[src/hdl/fvtns_pkg.sv]
// shared types, constants and arithmetic helpers for the four-voice synth
// no dependencies; used by every module under hdl
package fvtns_pkg;

  localparam int unsigned VOICE_COUNT_DEF = 4;
  localparam int unsigned PHASE_BITS_DEF  = 24;

  localparam int unsigned PITCH_W  = 7;
  localparam int unsigned STOP_W   = 32;
  localparam int unsigned SUB_W    = 13;
  localparam int unsigned SCALE_W  = 8;
  localparam int unsigned CFG_IDX_W = 2;
  localparam int unsigned PROD_W   = 33;
  localparam int unsigned TERM_W   = PROD_W - 16;
  localparam int unsigned ACC_W    = 24;

  localparam logic [SUB_W-1:0]   SPT_RESET = 13'd5217;
  localparam logic [SCALE_W-1:0] NLS_RESET = 8'd64;
  localparam logic [7:0]         PITCH_OFFSET = 8'd47;
  localparam logic [7:0]         NOISE_CODE   = 8'd33;
  localparam logic signed [15:0] VOICE_GAIN = 16'sd13107;
  localparam logic [12:0]        NOISE_GAIN_MAX = 13'd6554;
  localparam logic signed [ACC_W-1:0] SAT_HI = 24'sd32767;
  localparam logic signed [ACC_W-1:0] SAT_LO = -24'sd32768;

  localparam logic [31:0] PITCH_ROM [12] = '{
    32'd37160835, 32'd39370534, 32'd41711627, 32'd44191930,
    32'd46819719, 32'd49603764, 32'd52553357, 32'd55678342,
    32'd58989149, 32'd62496826, 32'd66213081, 32'd70150316
  };

  typedef enum logic [CFG_IDX_W-1:0] {
    CFG_SAMPLES_PER_TICK   = 2'd0,
    CFG_NOISE_LENGTH_SCALE = 2'd1
  } cfg_idx_e;

  typedef struct packed {
    logic        operation;
    logic [15:0] note_word;
  } in_word_t;

  typedef struct packed {
    logic signed [15:0] audio_sample;
    logic [3:0]         next_delay;
    logic               voice_dropped;
  } out_word_t;

  typedef struct packed {
    logic alloc;
    logic update;
    logic read;
    logic retire;
  } vs_ctrl_t;

  typedef struct packed {
    logic load;
    logic step;
    logic lfsr_step;
  } noise_ctrl_t;

  // product >> 16, rounded half up
  function automatic logic signed [TERM_W-1:0] scale16(input logic signed [PROD_W-1:0] x);
    logic signed [PROD_W-1:0] s;
    s = x + $signed(PROD_W'(32'd32768));
    return $signed(s[PROD_W-1:16]);
  endfunction

  // phase step per sample for a stored pitch, in pbits-bit turns
  function automatic logic [31:0] phase_inc(input logic [PITCH_W-1:0] pitch,
                                            input int unsigned pbits);
    logic [1:0]  oct;
    logic [6:0]  idx7;
    logic [31:0] base;
    logic [5:0]  shift;
    logic [32:0] sum;
    if (pitch < 7'd47 || pitch > 7'd79) begin
      return 32'd0;
    end
    oct = (pitch >= 7'd68) ? 2'd0 : ((pitch >= 7'd56) ? 2'd1 : 2'd2);
    idx7 = pitch + 7'(12 * oct) - 7'd68;
    base = PITCH_ROM[idx7[3:0]];
    shift = 6'(oct) + 6'(32 - pbits);
    if (shift == 6'd0) begin
      return base;
    end
    sum = {1'b0, base} + (33'd1 << (shift - 6'd1));
    return 32'(sum >> shift);
  endfunction

endpackage

[src/hdl/fvtns_voice_store.sv]
// voice table memory (pitch, stop tick, phase) with busy flags and free-voice search
// depends on fvtns_pkg
module fvtns_voice_store #(
  parameter int unsigned VOICE_COUNT = fvtns_pkg::VOICE_COUNT_DEF,
  parameter int unsigned PHASE_BITS  = fvtns_pkg::PHASE_BITS_DEF,
  localparam int unsigned IDX_W   = (VOICE_COUNT > 1) ? $clog2(VOICE_COUNT) : 1,
  localparam int unsigned ENTRY_W = fvtns_pkg::PITCH_W + fvtns_pkg::STOP_W + PHASE_BITS
) (
  input  logic                   clk_i,
  input  logic                   rst_ni,
  input  fvtns_pkg::vs_ctrl_t    ctrl_i,
  input  logic [IDX_W-1:0]       rd_addr_i,
  input  logic [IDX_W-1:0]       wr_addr_i,
  input  logic [ENTRY_W-1:0]     wr_data_i,
  output logic [ENTRY_W-1:0]     rd_data_o,
  output logic [VOICE_COUNT-1:0] busy_o,
  output logic                   full_o
);

  logic [ENTRY_W-1:0]     mem_q [VOICE_COUNT];
  logic [ENTRY_W-1:0]     rd_data_q;
  logic [VOICE_COUNT-1:0] busy_q;
  logic [IDX_W-1:0]       free_idx;
  logic                   found;

  always_comb begin
    free_idx = '0;
    found    = 1'b0;
    for (int i = 0; i < VOICE_COUNT; i++) begin
      if (!busy_q[i] && !found) begin
        free_idx = IDX_W'(i);
        found    = 1'b1;
      end
    end
  end

  always_ff @(posedge clk_i) begin
    if (ctrl_i.alloc) begin
      mem_q[free_idx] <= wr_data_i;
    end else if (ctrl_i.update) begin
      mem_q[wr_addr_i] <= wr_data_i;
    end
    if (ctrl_i.read) begin
      rd_data_q <= mem_q[rd_addr_i];
    end
  end

  always_ff @(posedge clk_i or negedge rst_ni) begin
    if (!rst_ni) begin
      busy_q <= '0;
    end else begin
      if (ctrl_i.alloc) begin
        busy_q[free_idx] <= 1'b1;
      end
      if (ctrl_i.retire) begin
        busy_q[wr_addr_i] <= 1'b0;
      end
    end
  end

  assign rd_data_o = rd_data_q;
  assign busy_o    = busy_q;
  assign full_o    = &busy_q;

endmodule

[src/hdl/fvtns_noise.sv]
// noise channel: lfsr, burst length counter and gain-scaled noise product
// depends on fvtns_pkg
module fvtns_noise (
  input  logic                                  clk_i,
  input  logic                                  rst_ni,
  input  fvtns_pkg::noise_ctrl_t                ctrl_i,
  input  logic [4:0]                            dur_i,
  input  logic [fvtns_pkg::SCALE_W-1:0]         scale_i,
  output logic signed [fvtns_pkg::TERM_W-1:0]   term_o
);

  logic [15:0]                          lfsr_q;
  logic [23:0]                          remain_q;
  logic                                 armed_q;
  logic signed [fvtns_pkg::PROD_W-1:0]  prod_q;
  logic [27:0]                          remain_x16;
  logic [12:0]                          gain;
  logic signed [15:0]                   nval;
  logic signed [29:0]                   nprod;
  logic                                 fb;
  logic [13:0]                          burst_len;

  assign remain_x16 = {remain_q, 4'b0000};
  assign gain = (remain_x16 > 28'(fvtns_pkg::NOISE_GAIN_MAX))
              ? fvtns_pkg::NOISE_GAIN_MAX : remain_x16[12:0];
  assign nval  = $signed({1'b0, lfsr_q[15:1]}) - 16'sd16384;
  assign nprod = nval * $signed({1'b0, gain});
  assign fb    = lfsr_q[0] ^ lfsr_q[2] ^ lfsr_q[3] ^ lfsr_q[5];
  assign burst_len = ({9'd0, dur_i} + 14'd1) * {6'd0, scale_i};

  always_ff @(posedge clk_i or negedge rst_ni) begin
    if (!rst_ni) begin
      lfsr_q   <= 16'd1;
      remain_q <= '0;
      armed_q  <= 1'b0;
      prod_q   <= '0;
    end else if (ctrl_i.load) begin
      armed_q  <= 1'b1;
      remain_q <= 24'(burst_len);
    end else if (ctrl_i.step) begin
      if (armed_q) begin
        prod_q <= fvtns_pkg::PROD_W'(nprod);
        if (ctrl_i.lfsr_step) begin
          lfsr_q <= {fb, lfsr_q[15:1]};
        end
        if (remain_q != '0) begin
          remain_q <= remain_q - 24'd1;
        end
      end else begin
        prod_q <= '0;
      end
    end
  end

  assign term_o = fvtns_pkg::scale16(prod_q);

endmodule

[src/hdl/four_voice_triangle_noise_synth.sv]
// top level: item sequencer, voice mixing pipeline, tick counters and output register
// depends on fvtns_pkg, fvtns_voice_store, fvtns_noise
//
// A note word is accepted, then allocates a voice from the busy flags (or arms the noise
// burst) and loads the result. A sample request is accepted, then the voice memory is read,
// one read per cycle for each voice; each voice's triangle product and phase write-back follow
// its read, then its accumulate. A check that sees the voice pipeline empty follows, and a final
// state adds the noise term, saturates and advances the tick. A voice's accumulate is skipped
// when that voice is free. Only one item is in work at a time; a finished word sits in the output
// register, so the next item is taken while it waits, and that item holds in its last cycle
// until the register frees. The voice memory needs no clearing pass: free voices are tracked by
// busy flags cleared at reset.
module four_voice_triangle_noise_synth #(
  parameter int unsigned VOICE_COUNT = fvtns_pkg::VOICE_COUNT_DEF,
  parameter int unsigned PHASE_BITS  = fvtns_pkg::PHASE_BITS_DEF
) (
  input  logic                                clk_i,
  input  logic                                rst_ni,
  input  logic                                in_valid_i,
  output logic                                in_stall_o,
  input  fvtns_pkg::in_word_t                 in_word_i,
  output logic                                out_valid_o,
  input  logic                                out_stall_i,
  output fvtns_pkg::out_word_t                out_word_o,
  input  logic                                cfg_valid_i,
  output logic                                cfg_ready_o,
  input  logic [fvtns_pkg::CFG_IDX_W-1:0]     cfg_index_i,
  input  logic [fvtns_pkg::SUB_W-1:0]         cfg_data_i
);

  localparam int unsigned IDX_W   = (VOICE_COUNT > 1) ? $clog2(VOICE_COUNT) : 1;
  localparam int unsigned CNT_W   = $clog2(VOICE_COUNT + 1);
  localparam int unsigned ENTRY_W = fvtns_pkg::PITCH_W + fvtns_pkg::STOP_W + PHASE_BITS;
  localparam int unsigned PB      = PHASE_BITS;

  typedef enum logic [3:0] {
    ST_IDLE = 4'b0001,
    ST_NOTE = 4'b0010,
    ST_MIX  = 4'b0100,
    ST_FIN  = 4'b1000
  } state_e;

  state_e                              state_q;
  fvtns_pkg::in_word_t                 item_q;
  logic [fvtns_pkg::SUB_W-1:0]         spt_q;
  logic [fvtns_pkg::SCALE_W-1:0]       nls_q;
  logic [31:0]                         tick_q;
  logic [fvtns_pkg::SUB_W-1:0]         sub_q;
  logic [CNT_W-1:0]                    rd_cnt_q;
  logic                                s1_vld_q;
  logic [IDX_W-1:0]                    s1_idx_q;
  logic                                p_vld_q;
  logic signed [fvtns_pkg::PROD_W-1:0] p_q;
  logic signed [fvtns_pkg::ACC_W-1:0]  acc_q;
  logic                                out_valid_q;
  fvtns_pkg::out_word_t                out_q;

  fvtns_pkg::vs_ctrl_t                 vs_ctrl;
  fvtns_pkg::noise_ctrl_t              nz_ctrl;
  logic [ENTRY_W-1:0]                  rd_data;
  logic [ENTRY_W-1:0]                  wr_data;
  logic [VOICE_COUNT-1:0]              busy;
  logic                                full;
  logic signed [fvtns_pkg::TERM_W-1:0] noise_term;

  logic                                in_acc;
  logic                                out_free;
  logic                                out_load;
  logic [8:0]                          pitch9;
  logic                                tone;
  logic [4:0]                          dur;
  logic [31:0]                         stop_new;
  logic                                issue;
  logic                                wrap;
  logic [31:0]                         tick_next;
  logic [fvtns_pkg::PITCH_W-1:0]       v_pitch;
  logic [31:0]                         v_stop;
  logic [PB-1:0]                       v_phase;
  logic [31:0]                         v_inc;
  logic [15:0]                         u;
  logic signed [17:0]                  tri18;
  logic signed [16:0]                  tri_v;
  logic signed [fvtns_pkg::PROD_W-1:0] v_prod;
  logic [31:0]                         age;
  logic                                mix_done;
  logic signed [fvtns_pkg::ACC_W-1:0]  total;
  logic signed [fvtns_pkg::ACC_W-1:0]  total_sat;

  assign in_stall_o  = (state_q != ST_IDLE);
  assign in_acc      = in_valid_i && !in_stall_o;
  assign out_free    = !out_valid_q || !out_stall_i;
  assign out_load    = ((state_q == ST_NOTE) || (state_q == ST_FIN)) && out_free;
  assign cfg_ready_o = 1'b1;

  // note word decode
  assign pitch9   = {1'b0, item_q.note_word[15:8]} + {1'b0, fvtns_pkg::PITCH_OFFSET};
  assign tone     = item_q.note_word[15:8] < fvtns_pkg::NOISE_CODE;
  assign dur      = item_q.note_word[7:3];
  assign stop_new = tick_q + 32'(dur) + 32'd1;

  // tick boundary
  assign wrap      = ({1'b0, sub_q} + 14'd1) >= {1'b0, spt_q};
  assign tick_next = tick_q + 32'd1;

  // voice stage one: data from memory
  assign v_pitch = rd_data[ENTRY_W-1 -: fvtns_pkg::PITCH_W];
  assign v_stop  = rd_data[PB +: fvtns_pkg::STOP_W];
  assign v_phase = rd_data[PB-1:0];
  assign v_inc   = fvtns_pkg::phase_inc(v_pitch, PHASE_BITS);
  assign u       = v_phase[PB-1 -: 16];
  assign tri18   = u[15] ? (18'sd98304 - $signed({1'b0, u, 1'b0}))
                         : ($signed({1'b0, u, 1'b0}) - 18'sd32768);
  assign tri_v   = tri18[16:0];
  assign v_prod  = tri_v * fvtns_pkg::VOICE_GAIN;
  assign age     = tick_next - v_stop;

  assign issue    = (state_q == ST_MIX) && (rd_cnt_q < CNT_W'(VOICE_COUNT));
  assign mix_done = (rd_cnt_q == CNT_W'(VOICE_COUNT)) && !s1_vld_q && !p_vld_q;

  always_comb begin
    vs_ctrl.alloc  = (state_q == ST_NOTE) && out_free && tone && !full;
    vs_ctrl.read   = issue;
    vs_ctrl.update = (state_q == ST_MIX) && s1_vld_q && busy[s1_idx_q];
    vs_ctrl.retire = vs_ctrl.update && wrap && !age[31];
    if (state_q == ST_NOTE) begin
      wr_data = {pitch9[fvtns_pkg::PITCH_W-1:0], stop_new, {PB{1'b0}}};
    end else begin
      wr_data = {v_pitch, v_stop, v_phase + v_inc[PB-1:0]};
    end
  end

  always_comb begin
    nz_ctrl.load      = (state_q == ST_NOTE) && out_free && !tone;
    nz_ctrl.step      = (state_q == ST_MIX) && (rd_cnt_q == '0);
    nz_ctrl.lfsr_step = (sub_q[2:0] == 3'd0);
  end

  always_comb begin
    total = acc_q + fvtns_pkg::ACC_W'(noise_term);
    if (total > fvtns_pkg::SAT_HI) begin
      total_sat = fvtns_pkg::SAT_HI;
    end else if (total < fvtns_pkg::SAT_LO) begin
      total_sat = fvtns_pkg::SAT_LO;
    end else begin
      total_sat = total;
    end
  end

  fvtns_voice_store #(
    .VOICE_COUNT(VOICE_COUNT),
    .PHASE_BITS (PHASE_BITS)
  ) u_store (
    .clk_i    (clk_i),
    .rst_ni   (rst_ni),
    .ctrl_i   (vs_ctrl),
    .rd_addr_i(rd_cnt_q[IDX_W-1:0]),
    .wr_addr_i(s1_idx_q),
    .wr_data_i(wr_data),
    .rd_data_o(rd_data),
    .busy_o   (busy),
    .full_o   (full)
  );

  fvtns_noise u_noise (
    .clk_i  (clk_i),
    .rst_ni (rst_ni),
    .ctrl_i (nz_ctrl),
    .dur_i  (dur),
    .scale_i(nls_q),
    .term_o (noise_term)
  );

  // configuration registers
  always_ff @(posedge clk_i or negedge rst_ni) begin
    if (!rst_ni) begin
      spt_q <= fvtns_pkg::SPT_RESET;
      nls_q <= fvtns_pkg::NLS_RESET;
    end else if (cfg_valid_i && cfg_ready_o) begin
      unique case (cfg_index_i)
        fvtns_pkg::CFG_SAMPLES_PER_TICK:   spt_q <= cfg_data_i;
        fvtns_pkg::CFG_NOISE_LENGTH_SCALE: nls_q <= cfg_data_i[fvtns_pkg::SCALE_W-1:0];
        default: ;
      endcase
    end
  end

  always_ff @(posedge clk_i) begin
    if (in_acc) begin
      item_q <= in_word_i;
    end
    if (state_q == ST_MIX && s1_vld_q) begin
      p_q <= v_prod;
    end
  end

  always_ff @(posedge clk_i or negedge rst_ni) begin
    if (!rst_ni) begin
      state_q     <= ST_IDLE;
      tick_q      <= '0;
      sub_q       <= '0;
      rd_cnt_q    <= '0;
      s1_vld_q    <= 1'b0;
      s1_idx_q    <= '0;
      p_vld_q     <= 1'b0;
      acc_q       <= '0;
      out_valid_q <= 1'b0;
      out_q       <= '0;
    end else begin
      if (out_load) begin
        out_valid_q <= 1'b1;
      end else if (out_valid_q && !out_stall_i) begin
        out_valid_q <= 1'b0;
      end
      unique case (state_q)
        ST_IDLE: begin
          if (in_acc) begin
            rd_cnt_q <= '0;
            acc_q    <= '0;
            state_q  <= in_word_i.operation ? ST_MIX : ST_NOTE;
          end
        end
        ST_NOTE: begin
          if (out_free) begin
            out_q.audio_sample  <= '0;
            out_q.next_delay    <= (item_q.note_word[2:0] == 3'd7)
                                 ? 4'd8 : {1'b0, item_q.note_word[2:0]};
            out_q.voice_dropped <= tone && full;
            state_q             <= ST_IDLE;
          end
        end
        ST_MIX: begin
          s1_vld_q <= issue;
          s1_idx_q <= rd_cnt_q[IDX_W-1:0];
          if (issue) begin
            rd_cnt_q <= rd_cnt_q + CNT_W'(1);
          end
          p_vld_q <= s1_vld_q && busy[s1_idx_q];
          if (p_vld_q) begin
            acc_q <= acc_q + fvtns_pkg::ACC_W'(fvtns_pkg::scale16(p_q));
          end
          if (mix_done) begin
            state_q <= ST_FIN;
          end
        end
        ST_FIN: begin
          if (out_free) begin
            out_q.audio_sample  <= total_sat[15:0];
            out_q.next_delay    <= '0;
            out_q.voice_dropped <= 1'b0;
            if (wrap) begin
              sub_q  <= '0;
              tick_q <= tick_next;
            end else begin
              sub_q <= sub_q + fvtns_pkg::SUB_W'(1);
            end
            state_q <= ST_IDLE;
          end
        end
        default: state_q <= ST_IDLE;
      endcase
    end
  end

  assign out_valid_o = out_valid_q;
  assign out_word_o  = out_q;

  a_out_from_finish: assert property (@(posedge clk_i) disable iff (!rst_ni)
    $rose(out_valid_q) |-> ($past(state_q) == ST_NOTE || $past(state_q) == ST_FIN))
    else $error("output word loaded outside a finishing state");

  a_pipe_drained: assert property (@(posedge clk_i) disable iff (!rst_ni)
    state_q == ST_FIN |-> (!s1_vld_q && !p_vld_q))
    else $error("sample finished with voice work still in flight");

  a_no_same_entry: assert property (@(posedge clk_i) disable iff (!rst_ni)
    (vs_ctrl.read && vs_ctrl.update) |-> (rd_cnt_q[IDX_W-1:0] != s1_idx_q))
    else $error("voice memory read and write-back hit the same entry");

  a_alloc_only_free: assert property (@(posedge clk_i) disable iff (!rst_ni)
    vs_ctrl.alloc |-> !full)
    else $error("voice allocated with every voice busy");

endmodule
[config.mk]
export PLATFORM = sky130hd
export DESIGN_NAME = four_voice_triangle_noise_synth
export DESIGN_NICKNAME = d
export VERILOG_FILES = /design/src/hdl/fvtns_pkg.sv /design/src/hdl/fvtns_voice_store.sv /design/src/hdl/fvtns_noise.sv /design/src/hdl/four_voice_triangle_noise_synth.sv
export SDC_FILE = /design/constraint.sdc
export NUM_CORES = 2
export LEC_CHECK = 0
export BUFFER_PORTS_ARGS = -buffer_cell sky130_fd_sc_hd__buf_4
export CORE_MARGIN = 1.5
export CORE_UTILIZATION = 60
export CTS_CLUSTER_SIZE = 28
export DETAILED_ROUTE_END_ITERATION = 8
export GPL_TIMING_DRIVEN = 1
export PLACE_DENSITY_LB_ADDON = 0.2
export SLEW_MARGIN = 20
export SYNTH_ARGS = -nofsm -noshare
export SYNTH_HDL_FRONTEND = slang
export SYNTH_SLANG_ARGS = --single-unit
export TNS_END_PERCENT = 10
[constraint.sdc]
create_clock -name clk_i -period 8.5 [get_ports clk_i]
set_input_delay 0.85 -clock clk_i [delete_from_list [all_inputs] [get_ports clk_i]]
set_output_delay 0.85 -clock clk_i [all_outputs]
set_load 0.1 [all_outputs]
==> impl_results.md <==
* ANT cells at 0
* Worst min path class: input port to async pin
* Final Skew at 0.0548 ns
* Row cnt at 94
* DIE HEIGHT at 262 um
* Final Hold Fails at 0
* Min Tclk post-route at 7.91 ns
* Syn Area/Cell at 10.7 sq um
* Wirelength, routed at 86.6 mm
* Total core area at 66200 sq um
* FF+latch count, synth at 531
* Setup Crit Path Kind: flop to flop
* Period utilization at 0.931
* Ys Warns at 0
* Routability Congestion at 0.919
* Top FF cell, synth: edfxtp_1
* Worst VDD drop at 0.597 mV
* Routed Antenna Nets at 0
* Most frequent cells in the layout: inv_1 (416), nand2_1 (408), ha_1 (352), edfxtp_1 (348), fa_1 (264)
* Share of the yosys chip area belonging to registers at 0.373
* GRT Total Usage at 0.257
* Initial drt markers at 1943
* Library cells used by synthesis at 97
* Top cells by area, synth: edfxtp_1 (26%), fa_1 (13%), ha_1 (11%)
* First-pass GRT wire length at 144 mm
* DR pass1 iterations at 7
* WL/cell at 18.4 um
* Slowest CP cell: nand4bb_1
* CTS sink count at 531
* Post-Route Setup TNS at 0 ns
* Mapped Cells at 3786
* Critical path's most frequent cell: fa_1
* Sw frac at 0.425
* Delay of the slowest critical-path stage at 0.55 ns
* Vias per std cell at 5.85
* Num CTS Buffers at 56
* Vias in the first global route at 28100
* Final setup fails at 0
* Layout cells sized above 1 at 0.0867
* Leak Pwr at 19.0 nW
* Worst-Skew Late Latency at 0.65 ns
* DP HPWL at 62.8 mm
* Die width at 262 um
* Unrepaired setup endpoints after global routing: no
* # port buffers at 59
* Worst-Margin Slew at 1.07 ns
* Remaining DRCs at 0
* Routed via count at 27600
* Fill count at 5104
* Nets at 4456
* Largest net degree at the start of global routing at 74
* MaxCap Viol Count at 0
* Storage cell area at 15000 sq um
* Status: finished, final reports clean
* Clock root buffer master: clkbuf_16
* R2r setup slk at 0.59 ns
* Post-CTS Setup Bufs at 0
* Initial antenna violation count at 1
* Multi-input logic area at 23300 sq um
* Area growth syn-to-layout at 8.20%
* PostCTS Resize Cnt at 0
* Internal Power at 0.00914 W
* Max FO, Critical Path at 15
* IO Count at 61
* Logic gate share of total power at 0.597
* Die ar. at 68800 sq um
* H-tree Lvls at 2
* Slew headroom at 0.289
* Fin util at 0.659
* Max-slew violations at 0
* Worst path required time at 9.03 ns
* Post-CTS Hold Buffers at 0
* Sequential Power Share at 0.241
* Clock tree buffer depth at 3
* Post-synth EDFFs at 348
* P per Cell Area at 364 nW/um^2
* Clock slew at reported path FFs at 0.06 ns
* P_sw at 0.00675 W
* Clk network pwr share at 0.162
* Synth top area share at 0.259
* Initial core utilization at 0.609
* Fmax at 0.126 GHz
* Grt ovf at 0
* Synth area leader: edfxtp_1
* Crit path launch type: flop
* CTS tree: built
* Async SR Flop Fraction at 0.345
* CP endpoint kind: flop
* Commonest non-fill, non-tap cell in the layout: inv_1
* Critical Path AT at 8.44 ns
* Post-Syn Area at 40400 sq um
worst paths after layout:
path / from / end / depth (start not counted)
worst max-delay path: u_noise.remain_q[14] / u_noise.prod_q[28] / 25
worst min-delay path: rst_ni / acc_q[10] / 1
worst max register to register: u_noise.remain_q[14] / u_noise.prod_q[28] / 25
worst min register to register: out_word_o[2] / out_word_o[2] / 2
max in group asynchronous: rst_ni / nls_q[0] / 3
min in group clk_i: in_word_i[13] / item_q[13] / 1
synthesized netlist by cell type, types with 50 or more instances:
master	instances
dfrtp_1	175
nor2b_1	76
fa_1	264
xor2_1	104
a21o_1	53
clkbuf_1	126
nor2_1	184
mux4_2	64
inv_1	416
ha_1	352
a21oi_1	143
nand2_1	408
nor3_1	50
xnor2_1	199
edfxtp_1	348
nand3_1	103
o21ai_0	193
flip-flops by register name, summed over array words and instances, names as in the netlist, 15 cells and up:
register,cells
acc_q,24
out_word_o,21
p_q,17
tick_q,32
u_noise.lfsr_q,16
u_noise.prod_q,15
u_noise.remain_q,24
u_store.mem_q,252
u_store.rd_data_o,63
area by class of cell:
type / instances / area share
Clock buffer: 68 / 0.0334
Tap cell: 864 / 0.0248
Sequential cell: 531 / 0.345
Timing Repair Buffer: 94 / 0.0163
Multi-Input combinational cell: 2703 / 0.534
Clock inverter: 38 / 0.0113
Inverter: 417 / 0.0359
power groups by stage:
stage / sequential (W) / combinational (W) / clock, W
floorplan: 0.00389 / 0.00730 / 0
global placement: 0.00387 / 0.00924 / 0
detailed placement: 0.00388 / 0.00947 / 0
CTS: 0.00383 / 0.00953 / 0.00263
global route: 0.00387 / 0.0108 / 0.00272
finish: 0.00383 / 0.00948 / 0.00257
metal layers:
metal  track usage  vias to the layer above  share of wire
met5             0                        -              0
met4        0.0770                        0          0.028
met3        0.0332                      152          0.044
met2         0.431                      605           0.48
met1         0.352                    13700           0.45
li1              -                    13200              -
logic make-up (layout without fill, tap and decap cells):
kind of cell             Yosys count  in the layout  share of synthesized area
multiplexers                     103            103                     0.0463
AO/OA/AOI/OAI                    620            620                     0.0975
adder cells (fa/ha/maj)          616            616                      0.240
buffers and inverters            556            617                     0.0521
XOR/XNOR                         304            304                     0.0662
flip-flops                       531            531                      0.373
other                              2              6                   0.000186
AND/OR/NAND/NOR                 1054           1054                      0.125
critical path, delay by kind of cell (launching register included):
kind | cells | cell delay (ns)
flops | 1 | 0.38
simple gates | 7 | 2.21
fa+ha+maj | 7 | 3.12
compound gates | 6 | 1.49
buf+inv | 5 | 0.65
per-stage QoR:
stage | worst slack [ns] | area [sq um] | power, W | cells | hold slack [ns]
4_1_cts | 0.479 | 43600 | 0.0160 | 4715 | 0.184
5_1_grt | 0.0267 | 43700 | 0.0174 | 4715 | 0.220
3_3_place_gp | 0.595 | 41700 | 0.0131 | 4609 | 0.480
3_5_place_dp | 0.507 | 41700 | 0.0133 | 4609 | 0.488
6_report | 0.590 | 43700 | 0.0159 | 4715 | 0.190
2_1_floorplan | 0.870 | 40400 | 0.0112 | 3790 | 0.478
Note: power is estimated with default switching activity, not from simulation.
